### config.mk
export PLATFORM = sky130hd
export DESIGN_NAME = tcht_queue
export DESIGN_NICKNAME = d
export VERILOG_FILES = /design/src/sv/tcht_pkg.sv /design/src/sv/tcht_queue.sv
export SDC_FILE = /design/constraint.sdc
export NUM_CORES = 1
export LEC_CHECK = 0
export BUFFER_PORTS_ARGS = -buffer_cell sky130_fd_sc_hd__buf_2
export CORE_MARGIN = 3
export CORE_UTILIZATION = 40
export CTS_BUF_LIST = sky130_fd_sc_hd__clkbuf_4 sky130_fd_sc_hd__clkbuf_8 sky130_fd_sc_hd__clkbuf_16
export DETAILED_ROUTE_END_ITERATION = 12
export HOLD_SLACK_MARGIN = 0.1
export SETUP_SLACK_MARGIN = 0.3
export SLEW_MARGIN = 25
export SYNTH_ARGS = -nofsm -noshare
export SYNTH_HDL_FRONTEND = slang
export SYNTH_SLANG_ARGS = --single-unit
### constraint.sdc
create_clock -name clk_i -period 12.5 [get_ports clk_i]
set_input_delay 2.5 -clock clk_i [delete_from_list [all_inputs] [get_ports clk_i]]
set_output_delay 2.5 -clock clk_i [all_outputs]
set_load 0.05 [all_outputs]
### src/sv/tcht_pkg.sv
// Package with the types, codes and hash functions of the connection table.
`default_nettype none
package tcht_pkg;

  typedef enum logic [1:0] {
    OP_SET  = 2'd0,
    OP_GET  = 2'd1,
    OP_DEL  = 2'd2,
    OP_RSVD = 2'd3
  } op_e;

  typedef enum logic [1:0] {
    ST_OK   = 2'd0,
    ST_MISS = 2'd1,
    ST_FULL = 2'd2,
    ST_RSVD = 2'd3
  } status_e;

  typedef enum logic [1:0] {
    BK_CLEAR = 2'd0,
    BK_RUN   = 2'd1,
    BK_CMP   = 2'd2
  } back_state_e;

  typedef struct packed {
    op_e         op;
    logic [31:0] src_ip;
    logic [31:0] dst_ip;
    logic [15:0] src_port;
    logic [15:0] dst_port;
    logic [3:0]  new_state;
  } req_t;

  typedef struct packed {
    status_e    status;
    logic [3:0] state_out;
  } rsp_t;

  typedef struct packed {
    req_t        req;
    logic [31:0] hash;
  } qent_t;

  typedef struct packed {
    logic  full;
    logic  empty;
  } qstat_t;

  localparam int unsigned QDEPTH = 2;

  function automatic logic [31:0] mix32(input logic [31:0] x);
    logic [31:0] v;
    v = x;
    v = v ^ ~(v << 15);
    v = v + (v >> 10);
    v = v ^ (v << 3);
    v = v + ~(v >> 16);
    return v;
  endfunction

  function automatic logic [31:0] mix_pair(input logic [31:0] a, input logic [31:0] b);
    return mix32((a << 3) ^ (b >> 2) ^ (a >> 3) ^ (b << 4));
  endfunction

endpackage
`default_nettype wire

### src/sv/tcht_queue.sv
// Two-entry queue between the hashing front end and the table back end.
`default_nettype none
module tcht_queue (
  input  wire logic            clk_i,
  input  wire logic            rst_ni,
  input  wire logic            push_i,
  input  wire tcht_pkg::qent_t ent_i,
  input  wire logic            pop_i,
  output tcht_pkg::qent_t      ent_o,
  output tcht_pkg::qstat_t     stat_o
);

  tcht_pkg::qent_t mem_q [tcht_pkg::QDEPTH];
  logic            wptr_q, wptr_d, rptr_q, rptr_d;
  logic [1:0]      cnt_q, cnt_d;

  assign stat_o.full  = (cnt_q == 2'(tcht_pkg::QDEPTH));
  assign stat_o.empty = (cnt_q == 2'd0);
  assign ent_o        = mem_q[rptr_q];

  always_comb begin
    wptr_d = wptr_q + 1'(push_i);
    rptr_d = rptr_q + 1'(pop_i);
    cnt_d  = cnt_q + 2'(push_i) - 2'(pop_i);
  end

  always_ff @(posedge clk_i or negedge rst_ni) begin
    if (!rst_ni) begin
      wptr_q <= 1'b0;
      rptr_q <= 1'b0;
      cnt_q  <= 2'd0;
    end else begin
      wptr_q <= wptr_d;
      rptr_q <= rptr_d;
      cnt_q  <= cnt_d;
    end
  end

  always_ff @(posedge clk_i) begin
    if (push_i) begin
      mem_q[wptr_q] <= ent_i;
    end
  end

`ifndef SYNTHESIS
  a_no_overflow: assert property (@(posedge clk_i) disable iff (!rst_ni)
    stat_o.full |-> !push_i)
    else $error("Queue written while full.");
`endif

endmodule
`default_nettype wire

==> reports/qor.yml, run 1 <==
synthesis:
  synthArstFlopShare_pct: 1.471
  synthesis.area_sq_um: 10070
  synth_flop_cell: "edfxtp_1"
  synth_nets: 575
  yosysTopAreaCell: "edfxtp_1"
  synth.most_common_cell: "edfxtp_1"
  synth.yosys.seq_area_share_pct: 80.90
  yosys.area.top_type_share_pct: 79.91
  ys_ff_latch: 272
  yosys_warnings: 0
  synth.distinct_cells: 12
  synthCells: 433
  synth_common_cells: "edfxtp_1 (268), mux2_2 (84), mux2_4 (50)"
  synth_area_per_cell_sq_um: 23.26
  yosys-top-cells-area: "edfxtp_1 (80%), mux2_2 (9.4%), mux2_4 (7.5%), dfrtp_1 (0.99%), buf_6 (0.78%)"
  synth_edf_count: 268
global_route:
  grt_overflow: 0
  grt_pass1_vias: 5315
  grt_max_degree: 80
  antenna_found_initial: 2
  grt_pass1_wl_microns: 28630
  track_usage_pct: 13.56
sta:
  rsz0062_at_grt: "no"
  setup_viol: 0
  post-route-period-util_pct: 45.28
  maxSlewViolCount: 0
  fin_ws_ns: 6.840
  finClkSkew_ns: 0.008816
  hold_violations: 0
  fin_crit_ns: 5.660
  worstMarginPinSlew_ns: 1.016
  fmax_mhz: 176.7
  setup-tns-final_ns: 0
  relSlewSlack_pct: 32.24
finish:
  final_util_pct: 51.60
  fillers: 2020
  fin_nets: 867
  syn2layout_area_growth_pct: 25.69
  final-instance-count-excl-fill: 1072
  drive_above_1_share_pct: 60.99
drt:
  drc: 0
  first_pass_iters: 4
  num_vias: 5013
  drtIter0Drc: 219
  routed_via_density: 4.676
  ant_nets: 0
  drt-wirelength-per-cell_microns: 18.26
  drt-total-wl_microns: 19570
flow_run:
  max-cap-violations: 0
min_path:
  hold_class: "reg2reg"
  hold_depth: 1
clock_tree:
  clkSinkCount: 272
  hold_buffers: 0
  cts_buffers: 28
  clock_latency_ns: 0.52
  clk_pin_slew_ns: 0.05
  cts_resized: 0
  ctsLongestPathBuffers: 3
  postCtsSetupBuffers: 0
  cts_tree: "built"
  htree_num_levels: 1
  cts_root_buf: "clkbuf_16"
floorplanning:
  die_area_sq_um: 27120
  core_sq_um: 24530
  core.rowCount: 57
  floorplan.initialDensity_pct: 41.05
  num_io_pins: 274
  die_y_microns: 164.7
  die_w_microns: 164.7
critical_path:
  regToRegSetupSlack_ns: 10.01
  cp-start-kind: "register"
  cp.required_ns: 10.00
  rr_worst_depth: 2
  crit_fanout: 75
  cp_slowest_stage_delay_ns: 0.83
  path_class: "reg2out"
  cp-end-kind: "output port"
  crit_arrival_ns: 3.16
  crit_slowest_cell: "buf_4"
  worstPathCellList: "buf_6 > buf_4 > mux2_2 > buf_2"
power:
  leakagePower_nw: 4.900
  powerDensity_nw_per_um2: 271.2
  ir_drop_uv: 156.3
place:
  post-place-ws_ns: 7.380
  hpwlAfterDp_microns: 12900
  place.gp.congestion: 0.7762
  port_buffers: 273
  post-place-cells: 1019
status:
  status: "finished clean"
registers in the layout (all words and copies together) (netlist names):
register  flops
cnt_q         2
mem_q       268
rptr_q        1
wptr_q        1
routing by layer:
layer / track usage, % / share of wire (%) / up-vias
met1: 17.74 / 42 / 2427
li1: - / - / 2321
met2: 21.50 / 45 / 223
met3: 4.816 / 9.9 / 38
met4: 3.927 / 2.2 / 4
met5: 0 / 0.13 / -
power by group:
part / switching, mW / internal, mW
Clock: 0.318 / 0.448
Sequential: 0.0397 / 1.21
Combinational: 1.01 / 0.403
through the flow:
step | area [sq um] | hold WS (ns) | total power, mW
after floorplan | 10070 | 0.5796 | 2.435
after global placement | 11780 | 0.5977 | 2.687
after detailed placement | 11790 | 0.6427 | 2.705
after CTS | 12650 | 0.6556 | 3.481
after global routing | 12650 | 0.7070 | 3.576
final | 12660 | 0.6452 | 3.433
path summary, 6_finish.rpt:
check	start	to
worst max-delay path	rptr_q	ent_o[44]
worst min-delay path	cnt_q[1]	cnt_q[1]
worst max register to register	wptr_q	mem_q[1][86]
worst min register to register	cnt_q[1]	cnt_q[1]
max in group asynchronous	rst_ni	rptr_q
min in group asynchronous	rst_ni	cnt_q[0]
critical path: cells and delay by family, from the launching register on:
kind                   cells  cell delay (ns)
buffers and inverters      3             1.60
muxes                      1             0.43
DFF                        1             0.39
kinds of logic (layout without fill, tap and decap cells):
logic type                 Yosys count  in the layout  synth area share [%]
xor gates and xnor gates             2              2                0.3230
and+or+nand+nor                      2              2               0.09940
other                                0              2                     0
DFF                                272            272                 80.90
adders and majority gates            4              4                0.4970
muxes                              134            134                 16.85
buffers and inverters               19            332                 1.329
layout make-up:
class	instances	area, sq um	share of cell area [%]
antenna	2	5.005	0.03954
clock buffer	33	755.7	5.970
clock inverter	18	107.6	0.8501
inverter	4	15.01	0.1186
multi-input combinational	142	1814	14.33
sequential	272	8152	64.40
tap	324	405.4	3.203
timing repair buffer	277	1404	11.09
layout by cell type, fill, tap and decap left out, drive strengths merged:
cell type,n
clkbuf,33
clkinv,15
nor2,1
ha,4
diode,2
xor2,1
clkinvlp,2
buf,277
xor3,1
inv,4
mux2,134
bufinv,1
nor2b,1
edfxtp,268
dfrtp,4
Power figures use the tool's default switching activity.
==> run 2: changes to the inputs <==
==> constraint.sdc (replaced) <==
create_clock -name clk_i -period 5.4 [get_ports clk_i]
set_input_delay 1.08 -clock clk_i [delete_from_list [all_inputs] [get_ports clk_i]]
set_output_delay 1.08 -clock clk_i [all_outputs]
set_load 0.05 [all_outputs]
==> run 2 against run 1 <==
Worst hold slack lost 0.30 ns. Sequential power is 130% higher. Non-clock buffer count increased by 2. Via count is 0.22% higher. Cell area increased by 0.85%. Combinational power rose by 130%. Clock skew up 0.014 ns. Critical endpoint is now ent_o[22].
==> reports/qor.yml, run 2 (synthesis results as in run 1) <==
status:
  status: "finished clean"
clock_tree:
  clkSinkCount: 272
  postCtsSetupBuffers: 0
  cts_tree: "built"
  cts_buffers: 28
  clk_pin_slew_ns: 0.06
  htree_num_levels: 1
  cts_root_buf: "clkbuf_16"
  ctsLongestPathBuffers: 3
  clock_latency_ns: 0.53
  hold_buffers: 0
  cts_resized: 0
sta:
  hold_violations: 0
  relSlewSlack_pct: 48.12
  maxSlewViolCount: 0
  worstMarginPinSlew_ns: 0.7782
  post-route-period-util_pct: 65.26
  setup_viol: 0
  rsz0062_at_grt: "no"
  fmax_mhz: 283.8
  fin_crit_ns: 3.524
  setup-tns-final_ns: 0
  finClkSkew_ns: 0.02317
critical_path:
  cp_slowest_stage_delay_ns: 0.61
  crit_fanout: 43
  cp.required_ns: 4.32
  cp_top_family: "buffers and inverters"
  cp-start-kind: "register"
  worstPathCellList: "buf_4 > mux2_2 > buf_2"
  crit_arrival_ns: 2.44
  path_class: "reg2out"
  cp-end-kind: "output port"
  crit_buf_inv: 2
  crit_slowest_cell: "dfrtp_4"
place:
  port_buffers: 273
  hpwlAfterDp_microns: 13180
  post-place-cells: 1020
  place.gp.congestion: 0.7439
floorplanning:
  core.rowCount: 57
  core_sq_um: 24530
  num_io_pins: 274
  die_y_microns: 164.7
  floorplan.initialDensity_pct: 41.05
  die_area_sq_um: 27120
  die_w_microns: 164.7
finish:
  final_cell_mix: "buf_2 (273), edfxtp_1 (268), mux2_2 (84)"
  syn2layout_area_growth_pct: 26.76
  antenna_cells: 0
  final_util_pct: 52.03
  final_common_cell: "buf_2"
  largest_reg_flops: 268
  drive_above_1_share_pct: 61.39
  fin_nets: 869
  final-instance-count-excl-fill: 1070
  reg_top3: "mem_q: 268 flops, cnt_q: 2 flops"
  largest-register: "mem_q"
global_route:
  grt_max_degree: 86
  grt_pass1_wl_microns: 28330
  grt_overflow: 0
  antenna_found_initial: 7
  track_usage_pct: 13.41
  grt_pass1_vias: 5299
drt:
  routed_via_density: 4.695
  first_pass_iters: 4
  drt-total-wl_microns: 19200
  drtIter0Drc: 206
  drt-wirelength-per-cell_microns: 17.94
  drc: 0
  num_vias: 5024
  ant_nets: 0
flow_run:
  max-cap-violations: 0
power:
  leakagePower_nw: 4.948
  power_mw: 8.064
  ir_drop_uv: 535.3
  powerDensity_nw_per_um2: 631.7
min_path:
  hold_class: "in2async"
==> run 2: cell count changes in the layout (fill, tap and decap cells not counted), sizes merged <==
cell	delta
diode	-2
buf	+2
clkinv	-4
bufinv	+3
clkbuf	-1
==> run 2: power by group <==
| part | leakage [nW] | switching, mW | internal [mW] |
|---|---|---|---|
| logic | 1.94 | 2.31 | 0.949 |
| clock network | 0.450 | 0.728 | 1.15 |
| registers | 2.56 | 0.118 | 2.80 |
| total | 4.95 | 3.16 | 4.91 |
==> run 2: layout make-up <==
class,instances,area [sq um]
Fill cell,2033,11770
Sequential cell,272,8152
Multi-Input combinational cell,142,1814
Timing Repair Buffer,279,1456
Clock buffer,32,730.7
Tap cell,324,405.4
Clock inverter,17,192.7
Inverter,4,15.01
==> run 2: stage by stage <==
stage               hold WS [ns]  cell area (sq um)  setup slack (ns)
finish                    0.3418              12770             1.876
global route              0.3126              12770             1.757
CTS                       0.3155              12740             1.827
detailed placement        0.6342              11820             2.259
global placement          0.5956              11820             2.324
floorplan                 0.5796              10070            0.6732
==> run 2: worst register-to-register path: stages, from the launching register on <==
cell and delay [ns]:
dfrtp_1 0.39, ha_4 0.61, buf_12 0.52
==> run 2: per-layer routing <==
layer / vias to the layer above / part of all wire, % / global-route usage [%] / wire length [microns]
li1: 2319 / - / - / -
met1: 2419 / 39 / 16.17 / 7524
met2: 224 / 47 / 22.17 / 9005
met3: 48 / 11 / 5.643 / 2076
met4: 14 / 2.7 / 3.812 / 516
met5: - / 0.40 / 0 / 76
==> run 2: worst paths after layout <==
check / slack, ns / from / cells past startpoint / endpoint
worst min register to register: 0.64 / cnt_q[1] / 1 / cnt_q[1]
worst max register to register: 3.38 / wptr_q / 2 / mem_q[1][76]
worst min-delay path: 0.34 / rst_ni / 1 / cnt_q[1]
worst max-delay path: 1.88 / rptr_q / 3 / ent_o[22]
max in group asynchronous: 4.92 / rst_ni / 1 / rptr_q
min in group clk_i: 0.64 / cnt_q[1] / 1 / cnt_q[1]
